<file path="config.mk">
export PLATFORM = sky130hd
export DESIGN_NAME = touch_event_press_drag_release_core
export DESIGN_NICKNAME = d
export VERILOG_FILES = /design/src/rtl/core/tepdr_pkg.sv /design/src/rtl/core/touch_event_press_drag_release_core.sv /design/src/rtl/core/tepdr_front.sv /design/src/rtl/core/tepdr_back.sv
export SDC_FILE = /design/constraint.sdc
export NUM_CORES = 2
export LEC_CHECK = 0
export BUFFER_PORTS_ARGS = -buffer_cell sky130_fd_sc_hd__buf_2
export CORE_MARGIN = 2
export CORE_UTILIZATION = 41
export CTS_CLUSTER_DIAMETER = 40
export DETAILED_ROUTE_END_ITERATION = 10
export PLACE_DENSITY = 0.59
export SETUP_SLACK_MARGIN = 0.02
export SLEW_MARGIN = 10
export SYNTH_ARGS = -nofsm -noshare
export SYNTH_HDL_FRONTEND = slang
export SYNTH_HIERARCHICAL = 1
export SYNTH_SLANG_ARGS = --single-unit
</file>
<file path="constraint.sdc">
create_clock -name clk -period 12.75 [get_ports clk]
set_input_delay 1.275 -clock clk [delete_from_list [all_inputs] [get_ports clk]]
set_output_delay 1.275 -clock clk [all_outputs]
set_load 0.02 [all_outputs]
</file>
<file path="src/rtl/core/tepdr_pkg.sv">
`timescale 1ns / 1ps
// ----------------------------------------------------------------------------
// Touch event decoder package
// Shared types, event codes and sizes for the press/drag/release decoder.
// ----------------------------------------------------------------------------
package tepdr_pkg;

	// Event fields
	localparam int TYPE_W  = 5;
	localparam int CODE_W  = 10;
	localparam int VALUE_W = 32;
	localparam int POS_W   = 16;
	localparam int KIND_W  = 2;

	localparam logic [TYPE_W-1:0] TYPE_SYNC = 5'd0;
	localparam logic [TYPE_W-1:0] TYPE_KEY  = 5'd1;
	localparam logic [TYPE_W-1:0] TYPE_AXIS = 5'd3;

	localparam logic [CODE_W-1:0] CODE_TOUCH  = 10'd330;
	localparam logic [CODE_W-1:0] CODE_AXIS_X = 10'd0;
	localparam logic [CODE_W-1:0] CODE_AXIS_Y = 10'd1;
	localparam logic [CODE_W-1:0] CODE_REPORT = 10'd0;

	localparam logic [KIND_W-1:0] KIND_PRESS   = 2'd0;
	localparam logic [KIND_W-1:0] KIND_DRAG    = 2'd1;
	localparam logic [KIND_W-1:0] KIND_RELEASE = 2'd2;

	// Configuration register indexes
	localparam int CFG_IDX_W = 3;
	localparam logic [CFG_IDX_W-1:0] CFG_DISP_WIDTH    = 3'd0;
	localparam logic [CFG_IDX_W-1:0] CFG_DISP_HEIGHT   = 3'd1;
	localparam logic [CFG_IDX_W-1:0] CFG_ROTATION_MODE = 3'd2;
	localparam logic [CFG_IDX_W-1:0] CFG_DRAG_ENABLE   = 3'd3;
	localparam logic [CFG_IDX_W-1:0] CFG_AXIS_MIN_X    = 3'd4;
	localparam logic [CFG_IDX_W-1:0] CFG_AXIS_MIN_Y    = 3'd5;
	localparam logic [CFG_IDX_W-1:0] CFG_AXIS_SPAN_X   = 3'd6;
	localparam logic [CFG_IDX_W-1:0] CFG_AXIS_SPAN_Y   = 3'd7;

	localparam logic [1:0] ROT_NONE = 2'd0;
	localparam logic [1:0] ROT_90   = 2'd1;
	localparam logic [1:0] ROT_180  = 2'd2;
	localparam logic [1:0] ROT_270  = 2'd3;

	localparam int SPAN_W = 31;
	localparam int DIFF_W = VALUE_W + 1;
	localparam int MAG_W  = VALUE_W;
	localparam int PROD_W = MAG_W + POS_W;

	// Two quotient bits are produced per divider cycle.
	localparam int DIV_STEPS = PROD_W / 2;
	localparam int STEP_W    = $clog2(DIV_STEPS);

	localparam int QDEPTH = 4;
	localparam int QPTR_W = $clog2(QDEPTH);
	localparam int QCNT_W = $clog2(QDEPTH + 1);

	typedef struct packed {
		logic [POS_W-1:0]  disp_width;
		logic [POS_W-1:0]  disp_height;
		logic [1:0]        rotation_mode;
		logic              drag_enable;
		logic [VALUE_W-1:0] axis_min_x;
		logic [VALUE_W-1:0] axis_min_y;
		logic [SPAN_W-1:0] axis_span_x;
		logic [SPAN_W-1:0] axis_span_y;
	} cfg_t;

	typedef enum logic [2:0] {
		OP_PRESS,
		OP_RELEASE,
		OP_AXIS_X,
		OP_AXIS_Y,
		OP_SYNC
	} op_kind_t;

	typedef struct packed {
		op_kind_t          kind;
		logic [VALUE_W-1:0] value;
	} op_t;

	typedef enum logic [2:0] {
		BK_IDLE,
		BK_ABS,
		BK_MUL,
		BK_DIV,
		BK_DONE
	} bk_state_t;

endpackage

</file>
<file path="src/rtl/core/touch_event_press_drag_release_core.sv">
`timescale 1ns / 1ps
// ----------------------------------------------------------------------------
// Touch event press/drag/release decoder
// Turns kernel-style input events into PRESS, DRAG and RELEASE touch reports.
// ----------------------------------------------------------------------------
// Events are taken through a queue-like input and at most one report comes out
// per sync event. Ignored events cost one input transfer and nothing more. The
// front end holds up to four decoded operations, so input is taken while the
// back end works. In the back end a key or sync event is handled in the idle
// state, while a positive X or Y event runs through the difference, the
// magnitude, the 32x16 multiply, the divider that retires two quotient bits a
// cycle, and a final step that stores the result. A zero span skips these
// steps and stores a zero position. A report waits in an output register until
// it is popped; every sync event waits while that register is still occupied.
// Configuration writes are always ready and must happen only while the block
// is idle.
module touch_event_press_drag_release_core (
	input  logic                                  clk,
	input  logic                                  arst_n,
	input  logic                                  push,
	output logic                                  full,
	input  logic [tepdr_pkg::TYPE_W-1:0]          ev_type,
	input  logic [tepdr_pkg::CODE_W-1:0]          event_code,
	input  logic signed [tepdr_pkg::VALUE_W-1:0]  event_value,
	output logic                                  empty,
	input  logic                                  pop,
	output logic [tepdr_pkg::POS_W-1:0]           pos_x,
	output logic [tepdr_pkg::POS_W-1:0]           pos_y,
	output logic [tepdr_pkg::KIND_W-1:0]          touch_kind,
	input  logic                                  cfg_valid,
	output logic                                  cfg_ready,
	input  logic [tepdr_pkg::CFG_IDX_W-1:0]       cfg_index,
	input  logic [tepdr_pkg::VALUE_W-1:0]         cfg_data
);
	import tepdr_pkg::*;

	cfg_t cfg_q;
	op_t  op;
	logic op_valid;
	logic op_pop;
	logic res_valid;

	assign cfg_ready = 1'b1;
	assign empty     = !res_valid;

	always_ff @(posedge clk or negedge arst_n) begin
		if (!arst_n) begin
			cfg_q <= '0;
		end else if (cfg_valid && cfg_ready) begin
			unique case (cfg_index)
				CFG_DISP_WIDTH:    cfg_q.disp_width    <= cfg_data[POS_W-1:0];
				CFG_DISP_HEIGHT:   cfg_q.disp_height   <= cfg_data[POS_W-1:0];
				CFG_ROTATION_MODE: cfg_q.rotation_mode <= cfg_data[1:0];
				CFG_DRAG_ENABLE:   cfg_q.drag_enable   <= cfg_data[0];
				CFG_AXIS_MIN_X:    cfg_q.axis_min_x    <= cfg_data;
				CFG_AXIS_MIN_Y:    cfg_q.axis_min_y    <= cfg_data;
				CFG_AXIS_SPAN_X:   cfg_q.axis_span_x   <= cfg_data[SPAN_W-1:0];
				CFG_AXIS_SPAN_Y:   cfg_q.axis_span_y   <= cfg_data[SPAN_W-1:0];
				default:           cfg_q <= cfg_q;
			endcase
		end
	end

	tepdr_front u_front (
		.clk         (clk),
		.arst_n      (arst_n),
		.push        (push),
		.full        (full),
		.ev_type     (ev_type),
		.event_code  (event_code),
		.event_value (event_value),
		.op_valid    (op_valid),
		.op_pop      (op_pop),
		.op          (op)
	);

	tepdr_back u_back (
		.clk        (clk),
		.arst_n     (arst_n),
		.cfg        (cfg_q),
		.op_valid   (op_valid),
		.op         (op),
		.op_pop     (op_pop),
		.res_valid  (res_valid),
		.res_pop    (pop),
		.pos_x      (pos_x),
		.pos_y      (pos_y),
		.touch_kind (touch_kind)
	);

endmodule

</file>
<file path="src/rtl/core/tepdr_front.sv">
`timescale 1ns / 1ps
// ----------------------------------------------------------------------------
// Touch event decoder front end
// Accepts raw events, drops the ones that change nothing and queues the rest
// as decoded operations for the back end.
// ----------------------------------------------------------------------------
module tepdr_front (
	input  logic                              clk,
	input  logic                              arst_n,
	input  logic                              push,
	output logic                              full,
	input  logic [tepdr_pkg::TYPE_W-1:0]      ev_type,
	input  logic [tepdr_pkg::CODE_W-1:0]      event_code,
	input  logic signed [tepdr_pkg::VALUE_W-1:0] event_value,
	output logic                              op_valid,
	input  logic                              op_pop,
	output tepdr_pkg::op_t                    op
);
	import tepdr_pkg::*;

	op_t               queue_q [QDEPTH];
	logic [QPTR_W-1:0] wr_ptr_q;
	logic [QPTR_W-1:0] rd_ptr_q;
	logic [QCNT_W-1:0] cnt_q;

	op_t  dec_op;
	logic dec_keep;
	logic accept;
	logic wr_en;
	logic rd_en;
	logic value_pos;

	assign value_pos = !event_value[VALUE_W-1] && (event_value != '0);

	always_comb begin
		dec_op.value = event_value;
		dec_op.kind  = OP_SYNC;
		dec_keep     = 1'b0;
		priority if (ev_type == TYPE_KEY && event_code == CODE_TOUCH
				&& event_value == VALUE_W'(1)) begin
			dec_op.kind = OP_PRESS;
			dec_keep    = 1'b1;
		end else if (ev_type == TYPE_KEY && event_code == CODE_TOUCH
				&& event_value == '0) begin
			dec_op.kind = OP_RELEASE;
			dec_keep    = 1'b1;
		end else if (ev_type == TYPE_AXIS && event_code == CODE_AXIS_X && value_pos) begin
			dec_op.kind = OP_AXIS_X;
			dec_keep    = 1'b1;
		end else if (ev_type == TYPE_AXIS && event_code == CODE_AXIS_Y && value_pos) begin
			dec_op.kind = OP_AXIS_Y;
			dec_keep    = 1'b1;
		end else if (ev_type == TYPE_SYNC && event_code == CODE_REPORT) begin
			dec_op.kind = OP_SYNC;
			dec_keep    = 1'b1;
		end
	end

	assign full     = (cnt_q == QCNT_W'(QDEPTH));
	assign accept   = push && !full;
	assign wr_en    = accept && dec_keep;
	assign op_valid = (cnt_q != '0);
	assign rd_en    = op_pop && op_valid;
	assign op       = queue_q[rd_ptr_q];

	always_ff @(posedge clk or negedge arst_n) begin
		if (!arst_n) begin
			wr_ptr_q <= '0;
			rd_ptr_q <= '0;
			cnt_q    <= '0;
		end else begin
			if (wr_en) begin
				wr_ptr_q <= wr_ptr_q + QPTR_W'(1);
			end
			if (rd_en) begin
				rd_ptr_q <= rd_ptr_q + QPTR_W'(1);
			end
			if (wr_en && !rd_en) begin
				cnt_q <= cnt_q + QCNT_W'(1);
			end else if (!wr_en && rd_en) begin
				cnt_q <= cnt_q - QCNT_W'(1);
			end
		end
	end

	always_ff @(posedge clk) begin
		if (wr_en) begin
			queue_q[wr_ptr_q] <= dec_op;
		end
	end

endmodule

</file>
<file path="src/rtl/core/tepdr_back.sv">
`timescale 1ns / 1ps
// ----------------------------------------------------------------------------
// Touch event decoder back end
// Executes queued operations: touch state updates, axis scaling through a
// shared multiplier and a radix-4 restoring divider, and report generation.
// ----------------------------------------------------------------------------
module tepdr_back (
	input  logic                          clk,
	input  logic                          arst_n,
	input  tepdr_pkg::cfg_t               cfg,
	input  logic                          op_valid,
	input  tepdr_pkg::op_t                op,
	output logic                          op_pop,
	output logic                          res_valid,
	input  logic                          res_pop,
	output logic [tepdr_pkg::POS_W-1:0]   pos_x,
	output logic [tepdr_pkg::POS_W-1:0]   pos_y,
	output logic [tepdr_pkg::KIND_W-1:0]  touch_kind
);
	import tepdr_pkg::*;

	bk_state_t state_q, state_d;

	logic [VALUE_W-1:0] scaled_x_q, scaled_y_q;
	logic [POS_W-1:0]   held_x_q, held_y_q;
	logic               touching_q, flipped_q, moved_q, press_sent_q;

	logic               out_valid_q;
	logic [POS_W-1:0]   out_x_q, out_y_q;
	logic [KIND_W-1:0]  out_kind_q;

	logic               axis_y_q;
	logic [DIFF_W-1:0]  diff_q;
	logic               neg_q;
	logic [MAG_W-1:0]   mag_q;
	logic [PROD_W-1:0]  dvd_q;
	logic [SPAN_W-1:0]  rem_q;
	logic [STEP_W-1:0]  step_q;

	logic               out_free;
	logic               sync_go;
	logic               axis_go;
	logic               axis_zero;
	logic [SPAN_W-1:0]  span_sel;
	logic [POS_W-1:0]   size_sel;
	logic [POS_W-1:0]   rot_x, rot_y, new_hx, new_hy;
	logic               emit;
	logic [KIND_W-1:0]  emit_kind;
	logic [SPAN_W:0]    step1, step2;
	logic [MAG_W-1:0]   quot;

	function automatic logic [SPAN_W:0] div_step(input logic [SPAN_W-1:0] rem,
			input logic b, input logic [SPAN_W-1:0] dvs);
		logic [SPAN_W:0] trial;
		trial = {rem, b};
		if (trial >= {1'b0, dvs}) begin
			div_step = {1'b1, SPAN_W'(trial - {1'b0, dvs})};
		end else begin
			div_step = {1'b0, trial[SPAN_W-1:0]};
		end
	endfunction

	assign span_sel = axis_y_q ? cfg.axis_span_y : cfg.axis_span_x;
	assign size_sel = axis_y_q ? cfg.disp_height : cfg.disp_width;
	assign out_free = !out_valid_q || res_pop;

	assign res_valid  = out_valid_q;
	assign pos_x      = out_x_q;
	assign pos_y      = out_y_q;
	assign touch_kind = out_kind_q;

	// Rotation of the scaled position; only the low 16 bits matter.
	always_comb begin
		unique case (cfg.rotation_mode)
			ROT_90: begin
				rot_x = scaled_y_q[POS_W-1:0];
				rot_y = cfg.disp_width - POS_W'(1) - scaled_x_q[POS_W-1:0];
			end
			ROT_180: begin
				rot_x = cfg.disp_width - POS_W'(1) - scaled_x_q[POS_W-1:0];
				rot_y = cfg.disp_height - POS_W'(1) - scaled_y_q[POS_W-1:0];
			end
			ROT_270: begin
				rot_x = cfg.disp_height - POS_W'(1) - scaled_y_q[POS_W-1:0];
				rot_y = scaled_x_q[POS_W-1:0];
			end
			default: begin
				rot_x = scaled_x_q[POS_W-1:0];
				rot_y = scaled_y_q[POS_W-1:0];
			end
		endcase
		new_hx = moved_q ? rot_x : held_x_q;
		new_hy = moved_q ? rot_y : held_y_q;
	end

	always_comb begin
		emit      = 1'b0;
		emit_kind = KIND_PRESS;
		if (touching_q && (moved_q || flipped_q)) begin
			if (!press_sent_q) begin
				emit = 1'b1;
			end else if (cfg.drag_enable && moved_q) begin
				emit      = 1'b1;
				emit_kind = KIND_DRAG;
			end
		end else if (!touching_q && flipped_q) begin
			emit      = 1'b1;
			emit_kind = KIND_RELEASE;
		end
	end

	assign step1 = div_step(rem_q, dvd_q[PROD_W-1], span_sel);
	assign step2 = div_step(step1[SPAN_W-1:0], dvd_q[PROD_W-2], span_sel);
	assign quot  = dvd_q[MAG_W-1:0];

	always_comb begin
		state_d   = state_q;
		op_pop    = 1'b0;
		sync_go   = 1'b0;
		axis_go   = 1'b0;
		axis_zero = 1'b0;
		unique case (state_q)
			BK_IDLE: begin
				if (op_valid) begin
					unique case (op.kind)
						OP_PRESS, OP_RELEASE: begin
							op_pop = 1'b1;
						end
						OP_AXIS_X, OP_AXIS_Y: begin
							op_pop = 1'b1;
							if ((op.kind == OP_AXIS_X ? cfg.axis_span_x : cfg.axis_span_y)
									== '0) begin
								axis_zero = 1'b1;
							end else begin
								axis_go = 1'b1;
								state_d = BK_ABS;
							end
						end
						OP_SYNC: begin
							if (out_free) begin
								op_pop  = 1'b1;
								sync_go = 1'b1;
							end
						end
						default: begin
							op_pop = 1'b1;
						end
					endcase
				end
			end
			BK_ABS:  state_d = BK_MUL;
			BK_MUL:  state_d = BK_DIV;
			BK_DIV: begin
				if (step_q == STEP_W'(DIV_STEPS - 1)) begin
					state_d = BK_DONE;
				end
			end
			BK_DONE: state_d = BK_IDLE;
			default: state_d = BK_IDLE;
		endcase
	end

	always_ff @(posedge clk or negedge arst_n) begin
		if (!arst_n) begin
			state_q      <= BK_IDLE;
			scaled_x_q   <= '0;
			scaled_y_q   <= '0;
			held_x_q     <= '0;
			held_y_q     <= '0;
			touching_q   <= 1'b0;
			flipped_q    <= 1'b0;
			moved_q      <= 1'b0;
			press_sent_q <= 1'b0;
			out_valid_q  <= 1'b0;
			step_q       <= '0;
		end else begin
			state_q <= state_d;
			if (res_pop && out_valid_q) begin
				out_valid_q <= 1'b0;
			end
			if (op_pop && op.kind == OP_PRESS) begin
				touching_q   <= 1'b1;
				flipped_q    <= 1'b1;
				press_sent_q <= 1'b0;
			end
			if (op_pop && op.kind == OP_RELEASE) begin
				touching_q <= 1'b0;
				flipped_q  <= 1'b1;
			end
			if (axis_zero) begin
				moved_q <= 1'b1;
				if (op.kind == OP_AXIS_Y) begin
					scaled_y_q <= '0;
				end else begin
					scaled_x_q <= '0;
				end
			end
			if (sync_go) begin
				held_x_q  <= new_hx;
				held_y_q  <= new_hy;
				flipped_q <= 1'b0;
				moved_q   <= 1'b0;
				if (emit && emit_kind == KIND_PRESS) begin
					press_sent_q <= 1'b1;
				end
				if (emit) begin
					out_valid_q <= 1'b1;
				end
			end
			if (state_q == BK_MUL) begin
				step_q <= '0;
			end else if (state_q == BK_DIV) begin
				step_q <= step_q + STEP_W'(1);
			end
			if (state_q == BK_DONE) begin
				moved_q <= 1'b1;
				if (axis_y_q) begin
					scaled_y_q <= neg_q ? MAG_W'(-quot) : quot;
				end else begin
					scaled_x_q <= neg_q ? MAG_W'(-quot) : quot;
				end
			end
		end
	end

	// Datapath registers of the scaling unit and the report register.
	always_ff @(posedge clk) begin
		if (axis_go) begin
			axis_y_q <= (op.kind == OP_AXIS_Y);
			diff_q   <= {op.value[VALUE_W-1], op.value}
				- {(op.kind == OP_AXIS_Y ? cfg.axis_min_y[VALUE_W-1] : cfg.axis_min_x[VALUE_W-1]),
				   (op.kind == OP_AXIS_Y ? cfg.axis_min_y : cfg.axis_min_x)};
		end
		if (state_q == BK_ABS) begin
			neg_q <= diff_q[DIFF_W-1];
			mag_q <= diff_q[DIFF_W-1] ? MAG_W'(-diff_q) : diff_q[MAG_W-1:0];
		end
		if (state_q == BK_MUL) begin
			dvd_q <= PROD_W'(mag_q) * PROD_W'(size_sel);
			rem_q <= '0;
		end
		if (state_q == BK_DIV) begin
			// Dividend bits shift out at the top, quotient bits shift in below.
			dvd_q <= {dvd_q[PROD_W-3:0], step1[SPAN_W], step2[SPAN_W]};
			rem_q <= step2[SPAN_W-1:0];
		end
		if (sync_go && emit) begin
			out_x_q    <= new_hx;
			out_y_q    <= new_hy;
			out_kind_q <= emit_kind;
		end
	end

endmodule

</file>
==> metrics.txt <==
status=completed; die height=341.6 um; Yosys top cell by area=edfxtp_1; setup TNS=0 ns; CTS tree=yes; Port Buffer Count=122; gpl congestion=0.8767; Slew Limit Fails=0; WHS Path Cells=0; IO Count=124; first-pass GRT wire length=192.8 mm; Worst Hold End=u_back/mag_q[0]; die area=116,700 um2; CTS H-Tree Depth=3; initial detailed-routing violation count=2,366; Fill cells=10,500; pin count of the biggest net entering global routing=105; Final WS setup=4.018 ns; final hold violations=0; RSZ-0062 raised after global routing=false; Rel. slew slack=0.2444; ys async rst share=0.4336; vias in the first global route=33,250; post-DP HPWL=90.52 mm; Clock transition at path regs=0.06 ns; ANT nets after route=0; hold crit path type=reg2reg; WL final=120.9 mm; top-count cell post-synth=inv_1; Final setup violation count=0; Layout area overhead=10.10%; FMAX=114.5 MHz; Starting Density=0.4141; Startpoint Class=flop; max-cap violations=0; Max Clock Skew=0.05364 ns; Yosys Warn Count=6; Avg Inst Size Synth=10.62 um2; clock sink count=565; cells on worst reg2reg path=25; CTS resizes=0; Placement Setup Slack=4.067 ns; CP Capture Type=flop; DR pass1 iterations=6; setup bufs post-CTS=0; Worst-Margin Slew=1.133 ns; Critical Path RT=13.10 ns; synthesized area=46,720 um2; via count=32,690; NumNets Final=5,217; Post-Syn Nets=5,163; clk_lat worst skew=0.66 ns; Yosys cell types=90; hold path startpoint=u_back/diff_q[0]; Routed wire per std cell=20.08 um; top post-synthesis cells by count=560 x inv_1, 535 x nand2_1, 424 x fa_1, 320 x edfxtp_1, 252 x ha_1; register area share after synthesis=0.3369; Placeable Area=112,800 um2; GRT Resource Usage Total=0.2110; vias per inst=5.429; initial antenna violation count=7; final worst path period share=0.6848; clock root buffer=clkbuf_16; number of synthesized flops with an enable pin=320; layout cell share with drive strength beyond 1=0.1379; detailed-route DRC error count=0; clk buf depth=3; Die X=341.6 um; Setup CP Type=reg2reg; Synth Flop Type=edfxtp_1; CP Max Fanout=47; Reg-to-Reg End=u_back/dvd_q[46]; crit path DAT=9.08 ns; post-route minimum period=8.732 ns; synth top area cells=edfxtp_1 21%, fa_1 18%, dfrtp_1 13%; area share of the largest cell type after synthesis=0.2057; Yosys reg bits=565; # hold bufs at CTS=0; row count=123; flop-to-flop setup slack=4.02 ns; number of CTS-inserted buffers=79; RR Startpoint=u_back/axis_y_q; GRT overflow=0; Synth Instances=4,400
worst max path at each step:
stage	endpoint	cells after the start	slack, ns	start
2_1_floorplan	u_back/dvd_q[46]	27	5.30	u_back/axis_y_q
3_3_place_gp	u_back/dvd_q[46]	24	4.19	u_back/axis_y_q
3_5_place_dp	u_back/dvd_q[46]	25	4.07	u_back/axis_y_q
4_1_cts	u_back/dvd_q[46]	25	4.01	u_back/axis_y_q
5_1_grt	u_back/dvd_q[46]	25	3.58	u_back/axis_y_q
6_report	u_back/dvd_q[46]	25	4.02	u_back/axis_y_q
per-layer routing:
metal,up-vias,track usage,part of all wire
met4,6,0.04974,0.019
met1,16520,0.3066,0.46
li1,15030,-,-
met5,-,0,0.00036
met3,160,0.03144,0.064
met2,978,0.3328,0.46
registers in the layout, indices dropped and copies added (netlist names), 2 cells and up:
register           cells
u_front/wr_ptr_q       2
u_back/scaled_x_q     16
u_front/rd_ptr_q       2
u_back/held_y_q       16
u_back/pos_x          16
u_front/queue_q      140
u_back/diff_q         33
u_back/state_q         3
u_back/mag_q          32
u_back/dvd_q          48
u_back/step_q          5
u_back/scaled_y_q     16
u_back/held_x_q       16
u_back/rem_q          31
u_front/cnt_q          3
cfg_q                161
u_back/touch_kind      2
u_back/pos_y          16
stage by stage:
step	utilization	std cells	instance area, um2	hold slack, ns
2_1_floorplan	-	4400	46720	0.4264
3_3_place_gp	0.4320	5872	48730	0.4355
3_5_place_dp	0.4320	5872	48730	0.4440
4_1_cts	0.4558	6017	51420	0.4578
5_1_grt	0.4559	6020	51430	0.4645
6_report	0.4560	6021	51440	0.4468
critical path, cell delays in order, from the launching register on:
cell       delay (ns)
edfxtp_1         0.45
buf_4            0.68
mux2_2           0.85
nand2_1          0.19
fa_1             0.59
inv_1            0.06
fa_1             0.49
inv_1            0.05
fa_1             0.48
inv_1            0.06
fa_1             0.46
fa_1             0.52
inv_1            0.05
fa_1             0.53
inv_1            0.04
ha_1             0.41
and3_1           0.26
o2111ai_1        0.27
a21oi_1          0.12
a211oi_2         0.42
o22ai_1          0.21
o21ai_1          0.28
nor3b_1          0.08
a2111oi_0        0.48
xor2_1           0.26
o21ai_0          0.11
layout by cell type, fill, tap and decap left out, drive strengths merged, types with 117 or more instances in the layout:
master,netlist,final
a21oi,187,187
and2,225,225
buf,45,158
dfrtp,245,245
edfxtp,320,320
fa,424,424
ha,252,252
inv,562,581
mux2,222,222
nand2,535,535
nor2,143,143
o21ai,174,174
xnor2,117,117
area by class of cell:
cell class,count,area (um2),area share
well taps,1500,1877,0.03649
inverters,562,2113,0.04109
clock inverters,52,576.8,0.01121
flip-flops and latches,565,15740,0.3061
clock buffers,93,2112,0.04106
multi-input cells,3088,28110,0.5465
diodes,3,7.507,0.0001460
repair buffers,158,894.6,0.01739
cell families (layout without fill, tap and decap cells):
logic type,after synthesis,in the layout,synth area share
AOI/OAI and AO/OA,659,659,0.09058
xor gates and xnor gates,200,200,0.03750
adders and majority gates,676,676,0.2492
buffers and inverters,747,865,0.06216
DFF,565,565,0.3369
muxes,370,370,0.1011
other,1,4,0.00008027
and+or+nand+nor,1182,1182,0.1225
Power is not shown: default switching activity piles up to over one toggle a cycle in this logic, so the estimate is an artifact.
